$ cat src/rtl/wcrs_pkg.sv
// shared types and constants of the warmup cosine rate schedule
package wcrs_pkg;

	localparam int unsigned TABLE_ENTRIES_DEF = 1024;
	localparam int unsigned RATE_W = 32;
	localparam int unsigned FRAC_W = 16;
	localparam int unsigned DIVD_W = 64;
	localparam int unsigned QUEUE_DEPTH = 2;
	localparam int unsigned QPTR_W = $clog2(QUEUE_DEPTH);
	localparam int unsigned QCNT_W = $clog2(QUEUE_DEPTH + 1);

	localparam logic [63:0] PI_Q31 = 64'd6746518852;
	localparam logic [63:0] Q31_ONE = 64'h0000_0000_8000_0000;
	localparam logic [32:0] Q32_ONE = 33'h1_0000_0000;
	localparam int unsigned HORNER_N = 7;
	localparam logic [7:0] HORNER_DIV [HORNER_N] = '{8'd182, 8'd132, 8'd90, 8'd56, 8'd30,
		8'd12, 8'd2};

	typedef enum logic [1:0] {
		PH_WARMUP = 2'd0,
		PH_DECAY  = 2'd1,
		PH_FLOOR  = 2'd2,
		PH_PEAK   = 2'd3
	} phase_t;

	typedef enum logic [1:0] {
		REG_PEAK   = 2'd0,
		REG_FLOOR  = 2'd1,
		REG_WARMUP = 2'd2,
		REG_DECAY  = 2'd3
	} reg_idx_t;

	typedef struct packed {
		logic [RATE_W-1:0] peak_rate;
		logic [RATE_W-1:0] floor_rate;
		logic [RATE_W-1:0] warmup_length;
		logic [RATE_W-1:0] decay_end;
	} cfg_t;

	typedef struct packed {
		phase_t            phase;
		logic [DIVD_W-1:0] dividend;
		logic [RATE_W-1:0] divisor;
	} job_t;

endpackage

$ cat src/rtl/wcrs_front.sv
// front end: takes step beats, classifies them and builds divider jobs
module wcrs_front #(
	parameter int unsigned TABLE_ENTRIES = wcrs_pkg::TABLE_ENTRIES_DEF
) (
	input  logic                          clk,
	input  logic                          arst_n,
	input  logic                          start,
	input  logic [wcrs_pkg::RATE_W-1:0]   step_number,
	output logic                          busy,
	input  wcrs_pkg::cfg_t                cfg,
	output logic                          job_valid,
	output wcrs_pkg::job_t                job,
	input  logic                          job_ready
);

	logic                          vld_s1;
	logic [wcrs_pkg::RATE_W-1:0]   step_s1;
	logic                          vld_s2;
	logic [wcrs_pkg::RATE_W-1:0]   step_s2;
	logic [wcrs_pkg::RATE_W-1:0]   d_s2;
	logic [wcrs_pkg::RATE_W-1:0]   span_s2;
	wcrs_pkg::phase_t              ph_s2;
	wcrs_pkg::phase_t              ph_next;
	logic                          s2_ld;
	logic                          s1_ld;
	logic [wcrs_pkg::DIVD_W-1:0]   warm_prod;
	logic [wcrs_pkg::DIVD_W-1:0]   decay_num;

	assign s2_ld = !vld_s2 || job_ready;
	assign s1_ld = !vld_s1 || s2_ld;
	assign busy  = !s1_ld;

	always_comb begin
		if (cfg.warmup_length != '0 && step_s1 <= cfg.warmup_length) begin
			ph_next = wcrs_pkg::PH_WARMUP;
		end else if (cfg.decay_end == '0) begin
			ph_next = wcrs_pkg::PH_PEAK;
		end else if (step_s1 >= cfg.decay_end) begin
			ph_next = wcrs_pkg::PH_FLOOR;
		end else begin
			ph_next = wcrs_pkg::PH_DECAY;
		end
	end

	always_ff @(posedge clk or negedge arst_n) begin
		if (!arst_n) begin
			vld_s1 <= 1'b0;
			vld_s2 <= 1'b0;
		end else begin
			if (s1_ld) begin
				vld_s1 <= start;
			end
			if (s2_ld) begin
				vld_s2 <= vld_s1;
			end
		end
	end

	always_ff @(posedge clk) begin
		if (s1_ld && start) begin
			step_s1 <= step_number;
		end
		if (s2_ld && vld_s1) begin
			step_s2 <= step_s1;
			ph_s2   <= ph_next;
			d_s2    <= step_s1 - cfg.warmup_length;
			span_s2 <= cfg.decay_end - cfg.warmup_length;
		end
	end

	assign warm_prod = 64'(cfg.peak_rate) * 64'(step_s2);
	assign decay_num = (64'(d_s2) * 64'(TABLE_ENTRIES)) << wcrs_pkg::FRAC_W;

	assign job_valid = vld_s2;

	always_comb begin
		job.phase = ph_s2;
		if (ph_s2 == wcrs_pkg::PH_WARMUP) begin
			job.dividend = warm_prod;
			job.divisor  = cfg.warmup_length;
		end else begin
			job.dividend = decay_num;
			job.divisor  = span_s2;
		end
	end

endmodule

$ cat config.mk
export PLATFORM = sky130hd
export DESIGN_NAME = wcrs_front
export DESIGN_NICKNAME = d
export VERILOG_FILES = /design/src/rtl/wcrs_pkg.sv /design/src/rtl/wcrs_front.sv
export SDC_FILE = /design/constraint.sdc
export NUM_CORES = 2
export LEC_CHECK = 0
export ABC_CLOCK_PERIOD_IN_PS = 29700
export BUFFER_PORTS_ARGS = -buffer_cell sky130_fd_sc_hd__buf_2
export CAP_MARGIN = 10
export CORE_UTILIZATION = 55
export CTS_BUF_LIST = sky130_fd_sc_hd__clkbuf_8
export CTS_CLUSTER_SIZE = 14
export DETAILED_ROUTE_END_ITERATION = 12
export PLACE_DENSITY = 0.73
export SLEW_MARGIN = 40
export SYNTH_ARGS = -nofsm -noshare
export SYNTH_HDL_FRONTEND = slang
export SYNTH_SLANG_ARGS = --single-unit
$ cat constraint.sdc
create_clock -name clk -period 29.7 [get_ports clk]
set_input_delay 8.91 -clock clk [delete_from_list [all_inputs] [get_ports clk]]
set_output_delay 8.91 -clock clk [all_outputs]
set_load 0.02 [all_outputs]
; ---- Yosys cells after proc, flatten, opt, wreduce, memory -nomap -nowiden
; Index checks and enable logic that the tools add are counted.
[op_classes]
add_sub_neg = 2
n_mul = 1
n_lt_le_gt_ge = 2
muxes = 3
reduce_logical = 11
[op_table]
columns = operator, n
row1 = 2-to-1 mux 96 bit, 1
row2 = multiplier 32 x 32 -> 64 bit, 1
row3 = subtractor 32 bit, 2
row4 = >= comparator 32 bit, 1
row5 = less-or-equal comparator 32 bit, 1
row6 = logical NOT 32 bit, 1
row7 = nonzero test 32 bit, 1
row8 = 2-to-1 mux 2 bit, 2
row9 = logical AND 1 bit, 3
row10 = logical NOT 1 bit, 3
row11 = logical NOT 2 bit, 1
row12 = logical OR 1 bit, 2
[totals]
reg_bits = 132
inputBits = 164
out_inout_bits = 100
word_cells = 26

; ---- Logic depth before layout (Yosys ltp)
[logic_depth]
word_depth = 4
depth_mapped = 27
mapped_depth_nobuf = 25

; ---- Worst setup path before layout
; OpenSTA, ideal clock, no wires.
[synth_timing]
path_type = input to output
from = input port cfg[122] (netlist bit)
to = output port job[92] (netlist bit)
t_arrival_ns = 15.587
required_ns = 20.790
path_slack_ns = 5.203
path_stages = 25
n_path_buf = 2
path_cell_list = clkbuf_1 > and2_1 > fa_1 > fa_1 > inv_1 > fa_1 > fa_1 > inv_1 > fa_1 > fa_1 > fa_1 > inv_1 > fa_1 > inv_1 > ha_1 > clkbuf_1 > nand4_1 > nor2_1 > nand2_1 > nor3b_1 > o21ai_1 > a31oi_1 > o211ai_1 > nand3_1 > nor3b_1
[synth_rtl]
columns = element, line_no
row1 = "start, declared", wcrs_front.sv:10  ; input wcrs_pkg::cfg_t cfg,
row2 = "end, declared", wcrs_front.sv:12  ; output wcrs_pkg::job_t job,

==> flow_summary.json <==
{
  "status": "finished clean",
  "dieArea_um2": 77800,
  "synth_edf_count": 130,
  "clock_latency_ps": 490,
  "placed_cell_area_um2": 44100,
  "ant_nets": 0,
  "cts_tree": "done",
  "grt_pass1_wl_mm": 188,
  "setup_viol": 0,
  "port_buffers": 231,
  "synth_warnings": 0,
  "synthTopCellsByArea": "fa_1 43%, ha_1 11%, edfxtp_1 9.3%, and2_1 8.9%, inv_1 8.4%",
  "clk_pin_slew_ps": 80,
  "drt-total-wl_mm": 116,
  "grt_usage_pct": 31.4,
  "cp.arrival_ps": 17130,
  "drive_above_1_share_pct": 6.96,
  "path_max_fanout": 32,
  "diodes": 0,
  "layout_commonest_cell": "inv_1",
  "remaining_drc_errors": 0,
  "hold_violations": 0,
  "slew_violations": 0,
  "rrSetupSlack_ps": 26350,
  "crit_path_end_kind": "output port",
  "postCtsSetupRepairBufs": 0,
  "final_cell_mix": "946 x inv_1, 898 x fa_1, 600 x and2_1",
  "core_um2": 75900,
  "synth.top_cell.area_share_pct": 42.6,
  "routabilityCongestion": 0.980,
  "final_area_um2": 44500,
  "start_kind": "input port",
  "die_w_um": 279,
  "ctsResizeCount": 0,
  "r2r_end": "d_s2[31]$_DFFE_PP_",
  "netlist_area_um2": 42200,
  "root_buffer": "clkbuf_8",
  "ctsHoldBuffers": 0,
  "syn_to_final_growth_pct": 5.37,
  "critical_path_class": "in -> out",
  "ys_types": 76,
  "reg2reg_from": "step_s1[9]$_DFFE_PP_",
  "n_fill_cell": 6684,
  "numCtsBuffers": 17,
  "cts-htree-levels": 4,
  "slew_headroom_pct": 40.3,
  "hold_path.class": "reg -> reg",
  "hold_depth": 0,
  "setup_tns_ps": 0,
  "grt_max_degree": 90,
  "vias_per_cell": 5.59,
  "whs_endpoint": "step_s2[0]$_DFFE_PP_",
  "antenna_found_initial": 0,
  "drt-initial-drc-count": 2193,
  "num_rows": 101,
  "post-route-period-util_pct": 87.7,
  "fin_skew_ps": 22.2,
  "syn_avg_cell_area_um2": 9.20,
  "yosysSeqAreaShare_pct": 9.37,
  "cts_sinks": 132,
  "rsz0062_at_grt": "false",
  "fmax_mhz": 38.4,
  "max_slew.worst_pin.slew_ps": 896,
  "start_util_pct": 55.6,
  "hpwl_mm": 90.6,
  "rr_worst_depth": 9,
  "grt_pass1_vias": 34201,
  "clockBufferDepth": 2,
  "post_drt_wl_per_cell_um": 20.5,
  "vias": 31784,
  "hp-start": "step_s1[0]$_DFFE_PP_",
  "syn_nets": 6008,
  "io_pins": 264,
  "synth_ff_type": "edfxtp_1",
  "async_reset_ff_share_pct": 1.52,
  "globalRouteOverflowTotal": 0,
  "synth_top_area_cell": "fa_1",
  "firstDrtPassIters": 6,
  "synth_cells": 4588,
  "maxCapViolCount": 0,
  "fin_crit_ps": 26040,
  "required_ps": 20790,
  "die_y_um": 279,
  "final_nets": 6065,
  "yosys_register_bits": 132
}
==> synthesized netlist by cell type, drive strengths merged, types with 36 or more instances <==
| library cell | instances |
|---|---|
| clkbuf | 223 |
| xor2 | 36 |
| xnor2 | 74 |
| nor2 | 86 |
| a21oi | 135 |
| and2 | 601 |
| inv | 945 |
| nand2 | 578 |
| a21o | 50 |
| fa | 898 |
| ha | 358 |
| edfxtp | 130 |
| o21ai | 133 |
==> logic make-up (layout without fill, tap and decap cells) <==
| logic type | after synthesis | after routing | share of synthesized area (%) |
|---|---|---|---|
| DFF | 132 | 132 | 9.37 |
| adders and majority gates | 1256 | 1256 | 53.2 |
| xor gates and xnor gates | 110 | 110 | 2.28 |
| AOI/OAI and AO/OA | 478 | 478 | 7.30 |
| and+or+nand+nor | 1432 | 1432 | 17.3 |
| buffers and inverters | 1177 | 1247 | 10.5 |
| muxes | 3 | 3 | 0.0741 |
==> flip-flops by register name (all words and copies together) (netlist names) <==
| signal | cells |
|---|---|
| span_s2 | 32 |
| vld_s1 | 1 |
| ph_s2 | 2 |
| job_valid | 1 |
| step_s1 | 32 |
| step_s2 | 32 |
| d_s2 | 32 |
==> routing by layer <==
layer	vias to the layer above	wire [um]	global-route usage (%)
li1	14076	-	-
met1	16142	47500	42.0
met2	1294	55100	51.4
met3	272	9310	5.73
met4	0	4530	10.8
met5	-	0	0
==> metrics by stage <==
| step | util, % | instances | hold slack, ps | setup WS (ps) |
|---|---|---|---|---|
| after floorplan | - | 4588 | 426 | 5200 |
| after global placement | 58.0 | 5655 | 460 | 3810 |
| after detailed placement | 58.0 | 5656 | 456 | 3720 |
| after CTS | 58.5 | 5688 | 476 | 3680 |
| after global routing | 58.5 | 5688 | 492 | 3410 |
| final | 58.5 | 5688 | 468 | 3660 |
==> cell type report <==
cell class	instances	area, um2	share of cell area, %
clock buffers	17	234	0.526
well taps	1030	1290	2.90
flip-flops and latches	132	3950	8.89
inverters	945	3550	7.98
clock inverters	15	143	0.321
multi-input cells	3279	33800	76.1
repair buffers	270	1470	3.30
==> critical path: stages <==
cell and delay, ps:
buf_2 650, and2_1 270, fa_1 430, fa_1 550
inv_1 60, fa_1 510, fa_1 520, inv_1 60
fa_1 560, fa_1 430, fa_1 560, fa_1 530
ha_1 500, a21oi_1 160, o211a_1 230, o21ai_0 300
nand4_1 180, a31oi_1 530, a21oi_2 230, o41ai_2 370
xnor2_1 130, o21ai_1 210, buf_2 210
==> worst max path at each step <==
stage	from	end	slack, ps
floorplan	cfg[122]	job[92]	5200
global placement	cfg[116]	job[95]	3810
detailed placement	cfg[116]	job[95]	3720
CTS	cfg[116]	job[95]	3680
global route	cfg[107]	job[92]	3410
finish	cfg[116]	job[87]	3660
Power is not shown: default switching activity piles up to over one toggle a cycle in this logic, so the estimate is an artifact.
