===== src/rtl/wcrs_pkg.sv =====
// shared types and constants of the warmup cosine rate schedule
package wcrs_pkg;

	localparam int unsigned TABLE_ENTRIES_DEF = 1024;
	localparam int unsigned RATE_W = 32;
	localparam int unsigned FRAC_W = 16;
	localparam int unsigned DIVD_W = 64;
	localparam int unsigned QUEUE_DEPTH = 2;
	localparam int unsigned QPTR_W = $clog2(QUEUE_DEPTH);
	localparam int unsigned QCNT_W = $clog2(QUEUE_DEPTH + 1);

	localparam logic [63:0] PI_Q31 = 64'd6746518852;
	localparam logic [63:0] Q31_ONE = 64'h0000_0000_8000_0000;
	localparam logic [32:0] Q32_ONE = 33'h1_0000_0000;
	localparam int unsigned HORNER_N = 7;
	localparam logic [7:0] HORNER_DIV [HORNER_N] = '{8'd182, 8'd132, 8'd90, 8'd56, 8'd30,
		8'd12, 8'd2};

	typedef enum logic [1:0] {
		PH_WARMUP = 2'd0,
		PH_DECAY  = 2'd1,
		PH_FLOOR  = 2'd2,
		PH_PEAK   = 2'd3
	} phase_t;

	typedef enum logic [1:0] {
		REG_PEAK   = 2'd0,
		REG_FLOOR  = 2'd1,
		REG_WARMUP = 2'd2,
		REG_DECAY  = 2'd3
	} reg_idx_t;

	typedef struct packed {
		logic [RATE_W-1:0] peak_rate;
		logic [RATE_W-1:0] floor_rate;
		logic [RATE_W-1:0] warmup_length;
		logic [RATE_W-1:0] decay_end;
	} cfg_t;

	typedef struct packed {
		phase_t            phase;
		logic [DIVD_W-1:0] dividend;
		logic [RATE_W-1:0] divisor;
	} job_t;

endpackage


===== src/rtl/wcrs_queue.sv =====
// short job queue between the front and the back
module wcrs_queue (
	input  logic                          clk,
	input  logic                          arst_n,
	input  logic                          push,
	input  wcrs_pkg::job_t                push_job,
	output logic                          full,
	input  logic                          pop,
	output wcrs_pkg::job_t                head,
	output logic                          empty,
	output logic [wcrs_pkg::QCNT_W-1:0]   count
);

	wcrs_pkg::job_t                ent_q [wcrs_pkg::QUEUE_DEPTH];
	logic [wcrs_pkg::QPTR_W-1:0]   wr_ptr_q;
	logic [wcrs_pkg::QPTR_W-1:0]   rd_ptr_q;
	logic [wcrs_pkg::QCNT_W-1:0]   cnt_q;
	logic                          do_push;
	logic                          do_pop;

	assign full    = (cnt_q == wcrs_pkg::QCNT_W'(wcrs_pkg::QUEUE_DEPTH));
	assign empty   = (cnt_q == '0);
	assign do_push = push && !full;
	assign do_pop  = pop && !empty;
	assign head    = ent_q[rd_ptr_q];
	assign count   = cnt_q;

	always_ff @(posedge clk) begin
		if (do_push) begin
			ent_q[wr_ptr_q] <= push_job;
		end
	end

	always_ff @(posedge clk or negedge arst_n) begin
		if (!arst_n) begin
			wr_ptr_q <= '0;
			rd_ptr_q <= '0;
			cnt_q    <= '0;
		end else begin
			if (do_push) begin
				wr_ptr_q <= wr_ptr_q + 1'b1;
			end
			if (do_pop) begin
				rd_ptr_q <= rd_ptr_q + 1'b1;
			end
			if (do_push && !do_pop) begin
				cnt_q <= cnt_q + 1'b1;
			end else if (!do_push && do_pop) begin
				cnt_q <= cnt_q - 1'b1;
			end
		end
	end

endmodule


===== config.mk =====
export PLATFORM = sky130hd
export DESIGN_NAME = wcrs_queue
export DESIGN_NICKNAME = d
export VERILOG_FILES = /design/src/rtl/wcrs_pkg.sv /design/src/rtl/wcrs_queue.sv
export SDC_FILE = /design/constraint.sdc
export NUM_CORES = 1
export LEC_CHECK = 0
export ABC_CLOCK_PERIOD_IN_PS = 14610
export BUFFER_PORTS_ARGS = -buffer_cell sky130_fd_sc_hd__buf_4
export CAP_MARGIN = 10
export CORE_MARGIN = 3
export CORE_UTILIZATION = 53
export CTS_CLUSTER_DIAMETER = 60
export DETAILED_ROUTE_END_ITERATION = 10
export PLACE_DENSITY_LB_ADDON = 0.12
export SLEW_MARGIN = 40
export SYNTH_ARGS = -nofsm -noshare
export SYNTH_HDL_FRONTEND = slang
export SYNTH_SLANG_ARGS = --single-unit

===== constraint.sdc =====
create_clock -name clk -period 14.61 [get_ports clk]
set_input_delay 1.461 -clock clk [delete_from_list [all_inputs] [get_ports clk]]
set_output_delay 1.461 -clock clk [all_outputs]
set_load 0.05 [all_outputs]

# ---- Word level (Yosys, flattened, before mapping)
# Memory sizes are Yosys's and may differ from the RTL's.
# Index checks and enable logic that the tools add are counted.
dict set report word_totals {
  input_bits 102
  wordCells 23
  regBits 4
  mem_bits_rw 196
  memories 1
  output_inout_bits 102
}
dict set report op_classes {
  add_sub_neg 4
  eq_ne 1
  reduce_logical 10
  mux 4
}
# memory depth word_bits rd rd_clocked_by_memory_dff wr line_no
set memory_table {}
lappend memory_table {ent_q 2 98 1 0 1 wcrs_queue.sv:14} ;# wcrs_pkg::job_t ent_q [wcrs_pkg::QUEUE_DEPTH];
# cell count
set ops {}
lappend ops {{1-bit logical AND} 4}
lappend ops {{1-bit logical NOT} 4}
lappend ops {{2-bit two-way mux} 2}
lappend ops {{1-bit adder, second input constant} 2}
lappend ops {{2-bit by 1-bit adder with 2-bit output, second input constant} 1}
lappend ops {{2-bit equality test, second input constant} 1}
lappend ops {{2-bit logical NOT} 1}
lappend ops {{1-bit two-way mux} 2}
lappend ops {{2-bit nonzero test} 1}
lappend ops {{2-bit by 1-bit subtractor with 2-bit output, second input constant} 1}

# ---- Longest topological paths before layout
# Gate-level depths: netlist of the first run.
dict set report logic_depth {
  ltp_word 7
  mapped_depth 7
  ltp_nobuf 7
}

# ---- Least setup slack after synthesis of the first run
# Ideal clock, no wire load.
dict set report synth_timing {
  path_kind {in2reg}
  from {input port push}
  to {memory ent_q[0][0] (netlist name), enable pin}
  slack_ns 8.424
  stages 2
  required_ns 14.055
  n_path_buf 0
  setup_time_ns 0.555
  arrival_ns 5.630
  path_cell_list {nand2_1 nor2_1}
}
dict set report synth_via {
  elab_chain_cells 3
}
# element line_no
set synth_lines {}
lappend synth_lines {{start, declared} wcrs_queue.sv:5} ;# input logic push,
lappend synth_lines {{1-bit logical AND} wcrs_queue.sv:23} ;# assign do_push = push && !full;
lappend synth_lines {{1-bit two-way mux} wcrs_queue.sv:29} ;# if (do_push) begin
lappend synth_lines {{1-bit two-way mux (implied by the code)} wcrs_queue.sv:30} ;# ent_q[wr_ptr_q] <= push_job;
lappend synth_lines {{end, declared} wcrs_queue.sv:14}
# No other way between the ends.

==> out/qor.txt, run 1 <==
FINISH
---------------------------------------------------------------------------
FILL cells                                                              870
Area taken by flip-flops and latches                            0.00599 mm²
Post-Route Utilization                                                0.717
Ratio of cells with drive above 1 in the final layout                 0.607
Final design instance area without fill                         0.00957 mm²
Syn-to-layout area delta                                              31.2%
Area occupied by multi-input gates                              0.00124 mm²
Number of nets in the layout                                            642
Antenna diode instance count                                              0

DIE
---------------------------------------------------------------------------
Count of boundary I/O pins                                              204
Number of core rows                                                      42
Effective utilization at floorplan                                    0.547
Height of the die                                                    123 µm
CORE AREA                                                        0.0133 mm²
Die ar.                                                          0.0152 mm²
Die W                                                                123 µm

SETUP PATH
---------------------------------------------------------------------------
Arrival @ worst endpoint                                            2.64 ns
Crit path launch type                                              register
Critical R2R Launch                                                count[0]
Critical Path End Type                                           output pin
Worst setup slack for register-to-register paths                   12.03 ns
R2R Path End                                                   ent_q[0][85]
Cell count of the worst reg-to-reg path                                   5
Maximum fanout count along the critical path                             57
Critical path endpoint                                             head[37]
Source of the critical timing path                                 rd_ptr_q
Worst EP required                                                  13.15 ns
Critical Setup Path Class                                        reg -> out

CLOCKING
---------------------------------------------------------------------------
Number of clock sinks                                                   200
Hold Buf Count CTS                                                        0
TritonCTS clock tree                                                  built
Number of buffers between clock root and the deepest sink                 2
Clock transition at path regs                                       0.07 ns
Number of buffers created by CTS                                         17
Root buf cell                                                  sky130_fd_sc_hd__clkbuf_16
Clock H-tree levels                                                       4
Post-CTS setup buffer count                                               0
Quantity of gates resized following cts                                   0
Clock insertion delay at the later pin of the skew report           0.42 ns

GRT
---------------------------------------------------------------------------
Overflow left after global routing                                        0
Antenna violations before repair                                          0
Number of global-route vias before repair                              3812
Maximum number of pins on one net before global-route repair             59
Wire length of the first global-routing pass                       19600 µm
Overall Global Routing Usage                                          0.177

DRT
---------------------------------------------------------------------------
Detailed-route DRC error count                                            0
Via total after detailed routing                                       3710
Drt first pass iters                                                      4
Wire length reported by the detailed router                        13300 µm
Initial DRC count                                                       288
Antenna-violating nets left                                               0
Avg WL per Cell                                                     18.3 µm
Via/cell ratio                                                         5.10

SYNTHESIS
---------------------------------------------------------------------------
Area fraction of the dominant cell type after synthesis               0.807
Most numerous cell in the Yosys netlist                        sky130_fd_sc_hd__edfxtp_1
Post-synthesis net count                                                427
Dominant register cell in the synthesized netlist              sky130_fd_sc_hd__edfxtp_1
Unique cell type count in the Yosys netlist                              15
Cell type with the largest total area after synthesis          sky130_fd_sc_hd__edfxtp_1
Proportion of synthesized chip area in sequential cells               0.820
Top post-synthesis cells by area                               sky130_fd_sc_hd__edfxtp_1 (81%), sky130_fd_sc_hd__mux2_2 (14%), sky130_fd_sc_hd__mux2_4 (2.1%)
Count of flip-flops with a built-in enable after synthesis              196
Cell Area, Synth                                                0.00730 mm²
Synth cell count leaders                                       sky130_fd_sc_hd__edfxtp_1 (196), sky130_fd_sc_hd__mux2_2 (88), sky130_fd_sc_hd__mux2_4 (10)
Number of instances in the synthesized netlist                          324
Post-Syn Area per Cell                                             22.5 µm²
Total number of yosys warnings                                            0
Number of register bits inferred by synthesis                           200
Post-synthesis async set-or-reset flop share                         0.0200

RUN
---------------------------------------------------------------------------
Number of max-capacitance violations reported                             0

TIMING
---------------------------------------------------------------------------
Slew at the pin with the worst max-slew slack                      0.812 ns
Setup TNS Final                                                        0 ns
Highest achievable clock rate                                     0.244 GHz
Final hold viol count                                                     0
Setup repair after global routing missed its margin                   false
Final period util                                                     0.281
Number of max-slew violations in the final report                         0
Final setup violation count                                               0
Final clock skew                                                 0.00853 ns
Min Clock Period, post-route                                        4.10 ns
Worst rel slew slack                                                  0.459

PLACED DESIGN
---------------------------------------------------------------------------
Count of port buffers added during placement                            203
DP Area                                                         0.00901 mm²
Routability congestion estimate from global placement                 0.732
Placed wire-length estimate after detailed placement                8790 µm

POWER AND IR DROP
---------------------------------------------------------------------------
Maximum ir drop on the vdd rail                                  0.000172 V
Pwr/cell area                                                    237 mW/mm²
LEAKAGE                                                          0.00362 µW

HOLD PATH
---------------------------------------------------------------------------
Kind of path behind the tightest hold check                      reg -> reg

STATUS
---------------------------------------------------------------------------
Status                                                         finished clean

[critical path, stage by stage, from the launching register on]
cell and delay [ns]:
sky130_fd_sc_hd__dfrtp_4 0.80, sky130_fd_sc_hd__buf_4 0.72, sky130_fd_sc_hd__mux2_2 0.42, sky130_fd_sc_hd__buf_4 0.19
[report_power, final]
part	switching [µW]	internal [µW]
logic	664	326
clock network	186	256
registers	54.2	786
total	905	1370
[state kept, by name, summed over array words and instances (netlist names)]
name and count:
count 2, rd_ptr_q 1, ent_q 196, wr_ptr_q 1
[layout make-up]
type                            instances  area share
Tap cell                              176      0.0230
Clock buffer                           23      0.0478
Timing Repair Buffer                  207       0.162
Sequential cell                       200       0.626
Clock inverter                          9      0.0106
Multi-Input combinational cell        111       0.130
Inverter                                2    0.000784
[per-stage QoR]
stage	std cells	hold WS (ns)	setup slack, ns	power [µW]
after floorplan	324	0.461	8.42	1590
after global placement	696	0.520	10.92	1840
after detailed placement	696	0.531	10.92	1850
after CTS	728	0.549	10.46	2300
after global routing	728	0.598	10.38	2360
final	728	0.552	10.51	2270
[per-layer routing]
| layer | vias to the layer above | GRT usage | wire (µm) |
|---|---|---|---|
| li1 | 1710 | - | - |
| met1 | 1848 | 0.198 | 4990 |
| met2 | 135 | 0.299 | 6910 |
| met3 | 17 | 0.0750 | 1200 |
| met4 | 0 | 0.0754 | 208 |
| met5 | - | 0 | 0 |
[placed cells by master, fill, tap and decap left out]
cell type and instances:
sky130_fd_sc_hd__edfxtp_1 196, sky130_fd_sc_hd__and3_4 1, sky130_fd_sc_hd__dfrtp_1 3, sky130_fd_sc_hd__nor2_4 1
sky130_fd_sc_hd__nor2_1 2, sky130_fd_sc_hd__clkbuf_1 5, sky130_fd_sc_hd__ha_1 1, sky130_fd_sc_hd__nand2b_1 1
sky130_fd_sc_hd__bufinv_16 2, sky130_fd_sc_hd__o21ai_0 1, sky130_fd_sc_hd__xor2_1 2, sky130_fd_sc_hd__nand2_1 1
sky130_fd_sc_hd__clkinv_2 5, sky130_fd_sc_hd__mux2_4 10, sky130_fd_sc_hd__clkinv_4 1, sky130_fd_sc_hd__buf_4 207
sky130_fd_sc_hd__dfrtp_4 1, sky130_fd_sc_hd__clkbuf_8 1, sky130_fd_sc_hd__mux2_2 88, sky130_fd_sc_hd__inv_1 2
sky130_fd_sc_hd__clkbuf_16 17, sky130_fd_sc_hd__xnor2_1 3, sky130_fd_sc_hd__clkinvlp_4 1
[logic make-up (layout without fill, tap and decap cells)]
logic type / Yosys count / count (layout) / share of synthesized area
flops: 200 / 200 / 0.820
mux: 98 / 98 / 0.156
buf+inv: 13 / 241 / 0.0111
simple gates: 6 / 6 / 0.00377
xor+xnor: 5 / 5 / 0.00600
fa+ha+maj: 1 / 1 / 0.00171
compound gates: 1 / 1 / 0.000685
[worst min path at each step]
stage	startpoint	to	slack, ns	depth (start not counted)
floorplan	wr_ptr_q	wr_ptr_q	0.46	1
global placement	count[1]	count[1]	0.52	1
detailed placement	count[1]	count[1]	0.53	1
CTS	count[1]	count[1]	0.55	1
global route	count[1]	count[1]	0.60	1
finish	count[1]	count[1]	0.55	1
Power figures use the tool's default switching activity.
==> inputs of run 2 (changes only) <==
--- a/config.mk
+++ b/config.mk
@@ -5,11 +5,11 @@
 export SDC_FILE = /design/constraint.sdc
 export NUM_CORES = 1
 export LEC_CHECK = 0
-export ABC_CLOCK_PERIOD_IN_PS = 14610
+export ABC_CLOCK_PERIOD_IN_PS = 4100
 export BUFFER_PORTS_ARGS = -buffer_cell sky130_fd_sc_hd__buf_4
 export CAP_MARGIN = 10
 export CORE_MARGIN = 3
-export CORE_UTILIZATION = 53
+export CORE_UTILIZATION = 52
 export CTS_CLUSTER_DIAMETER = 60
 export DETAILED_ROUTE_END_ITERATION = 10
 export PLACE_DENSITY_LB_ADDON = 0.12
==> constraint.sdc (replaced) <==
create_clock -name clk -period 4.1 [get_ports clk]
set_input_delay 0.41 -clock clk [delete_from_list [all_inputs] [get_ports clk]]
set_output_delay 0.41 -clock clk [all_outputs]
set_load 0.05 [all_outputs]
==> run 2 against run 1 <==
  * Design area increased by 0.84%
  * Clock power rose to 3.6 times the previous value
  * Count of clock-buffer cells in the layout down 4
  * Sequential power grew to 3.6 times the previous value
  * Register-to-register slack got worse by 10 ns
==> out/qor.txt, run 2 (synthesis gave the netlist of run 1 again) <==
DRT
---------------------------------------------------------------------------
Via/cell ratio                                                         5.08
Via total after detailed routing                                       3711
Detailed-route DRC error count                                            0
Antenna-violating nets left                                               0
Wire length reported by the detailed router                        13300 µm
Avg WL per Cell                                                     18.2 µm
Initial DRC count                                                       270
Drt first pass iters                                                      4

POWER AND IR DROP
---------------------------------------------------------------------------
Sw Pwr                                                              3270 µW
Maximum ir drop on the vdd rail                                  0.000589 V
Comb pwr share                                                        0.437
LEAKAGE                                                          0.00364 µW
Part of the total power dissipated in sequential elements             0.370
P_int                                                               4900 µW
Fraction of power consumed by the clock network                       0.193
Pwr/cell area                                                    846 mW/mm²
Switch share                                                          0.400

STATUS
---------------------------------------------------------------------------
Status                                                         finished clean

DIE
---------------------------------------------------------------------------
CORE AREA                                                        0.0135 mm²
Die W                                                                124 µm
Number of core rows                                                      42
Effective utilization at floorplan                                    0.540
Die ar.                                                          0.0155 mm²
Height of the die                                                    124 µm
Count of boundary I/O pins                                              204

CLOCKING
---------------------------------------------------------------------------
Clock H-tree levels                                                       4
Post-CTS setup buffer count                                               0
Root buf cell                                                  sky130_fd_sc_hd__clkbuf_16
Number of clock sinks                                                   200
Clock insertion delay at the later pin of the skew report           0.41 ns
Number of buffers between clock root and the deepest sink                 2
TritonCTS clock tree                                                  built
Clock transition at path regs                                       0.07 ns
Number of buffers created by CTS                                         17

GRT
---------------------------------------------------------------------------
Peak-usage layer in the global routing report                          met2
Number of global-route vias before repair                              4016
Fraction of met1 tracks used by global routing                        0.214
Wire length of the first global-routing pass                       20900 µm
Met3 track utilization from global routing                           0.0669
Antenna violations before repair                                          0
Maximum number of pins on one net before global-route repair             54
Overall Global Routing Usage                                          0.174
Overflow left after global routing                                        0
Routing usage on met2                                                 0.278

FINISH
---------------------------------------------------------------------------
Commonest non-fill, non-tap cells in the layout                sky130_fd_sc_hd__buf_4 (204), sky130_fd_sc_hd__edfxtp_1 (196), sky130_fd_sc_hd__mux2_2 (88), sky130_fd_sc_hd__clkbuf_16 (17), sky130_fd_sc_hd__mux2_4 (10)
Number of nets in the layout                                            644
Register bank with the most flops                                     ent_q
Leading cell type in the layout, fill and taps excluded        sky130_fd_sc_hd__buf_4
Ratio of cells with drive above 1 in the final layout                 0.610
Area taken by flip-flops and latches                            0.00599 mm²
Fin cells                                                               730
Antenna diode instance count                                              0
Area occupied by multi-input gates                              0.00124 mm²
FILL cells                                                              863
Syn-to-layout area delta                                              32.3%
Number of flip-flops in the largest register                            196

PLACED DESIGN
---------------------------------------------------------------------------
Placed wire-length estimate after detailed placement                8790 µm
Cell count after placement                                              696
Routability congestion estimate from global placement                 0.734
Count of port buffers added during placement                            203

SETUP PATH
---------------------------------------------------------------------------
Maximum fanout count along the critical path                             53
Cell count of the worst reg-to-reg path                                   3
Crit path launch type                                              register
R2R Path End                                                   ent_q[1][93]
Critical Path End Type                                           output pin
Cell Chain, Critical Path                                      buf_12 -> mux2_2 -> buf_4
Max stage delay on crit path                                        0.94 ns
Worst EP required                                                   3.69 ns
Cell family with most CP delay                                   flip-flops
Critical path depth                                                       3
CP max-delay cell                                              sky130_fd_sc_hd__dfrtp_4
Worst setup slack for register-to-register paths                    1.99 ns
Critical R2R Launch                                                count[0]
Arrival @ worst endpoint                                            2.37 ns
Critical Setup Path Class                                        reg -> out
Worst Path Buf+Inv                                                        2

TIMING
---------------------------------------------------------------------------
Final period util                                                     0.678
Highest achievable clock rate                                     0.360 GHz
Final hold viol count                                                     0
Number of max-slew violations in the final report                         0
Setup repair after global routing missed its margin                   false
Worst rel slew slack                                                  0.465
Slew at the pin with the worst max-slew slack                      0.803 ns
Final clock skew                                                 0.00458 ns
Setup TNS Final                                                        0 ns
Smallest hold slack                                                0.177 ns
Final setup violation count                                               0
Min Clock Period, post-route                                        2.78 ns

HOLD PATH
---------------------------------------------------------------------------
Hold EP                                                        ent_q[0][33]
Kind of path behind the tightest hold check                       in -> reg
Number of cells traversed by the worst hold path                          1
Worst hold path startpoint                                     push_job[33]

RUN
---------------------------------------------------------------------------
Number of max-capacitance violations reported                             0

[run 2: stage by stage]
step                       util  power, µW  worst slack, ns  area [µm²]
after floorplan               -       5630            0.105        7300
after global placement    0.670       6600             1.78        9050
after detailed placement  0.670       6650             1.77        9050
after CTS                 0.713       8230             1.30        9630
after global routing      0.715       8490             1.23        9650
final                     0.715       8170             1.32        9650
[run 2: area by class of cell]
cell class	instances	area share
Tap cell	176	0.0228
Clock inverter	13	0.0136
Sequential cell	200	0.620
Multi-Input combinational cell	111	0.129
Clock buffer	19	0.0448
Inverter	2	0.000778
Timing Repair Buffer	209	0.169
[run 2: routing by layer]
metal	routed length (µm)	share of wire
met3	1080	0.081
met4	376	0.028
met2	6540	0.49
met5	0	0
met1	5280	0.40
[run 2: worst max-delay path by stage]
stage	startpoint	to	slack (ns)
CTS	rd_ptr_q	head[41]	1.30
global placement	rd_ptr_q	head[41]	1.78
finish	rd_ptr_q	head[41]	1.32
floorplan	count[0]	ent_q[0][0]	0.10
global route	rd_ptr_q	head[3]	1.23
detailed placement	rd_ptr_q	head[5]	1.77
[run 2: what timing repair did]
| item | 4_1_cts | 5_1_grt |
|---|---|---|
| hold buffers | 1 | 0 |
| endpoints found under the hold margin | 4 | 0 |
| gates resized for setup | 0 | 0 |
[run 2: power by group through the flow]
stage	clock [µW]	sequential (µW)	combinational, µW
CTS	1610	3030	3580
floorplan	0	2990	2640
detailed placement	0	3070	3570
global placement	0	3040	3550
finish	1580	3020	3570
global route	1700	3070	3720
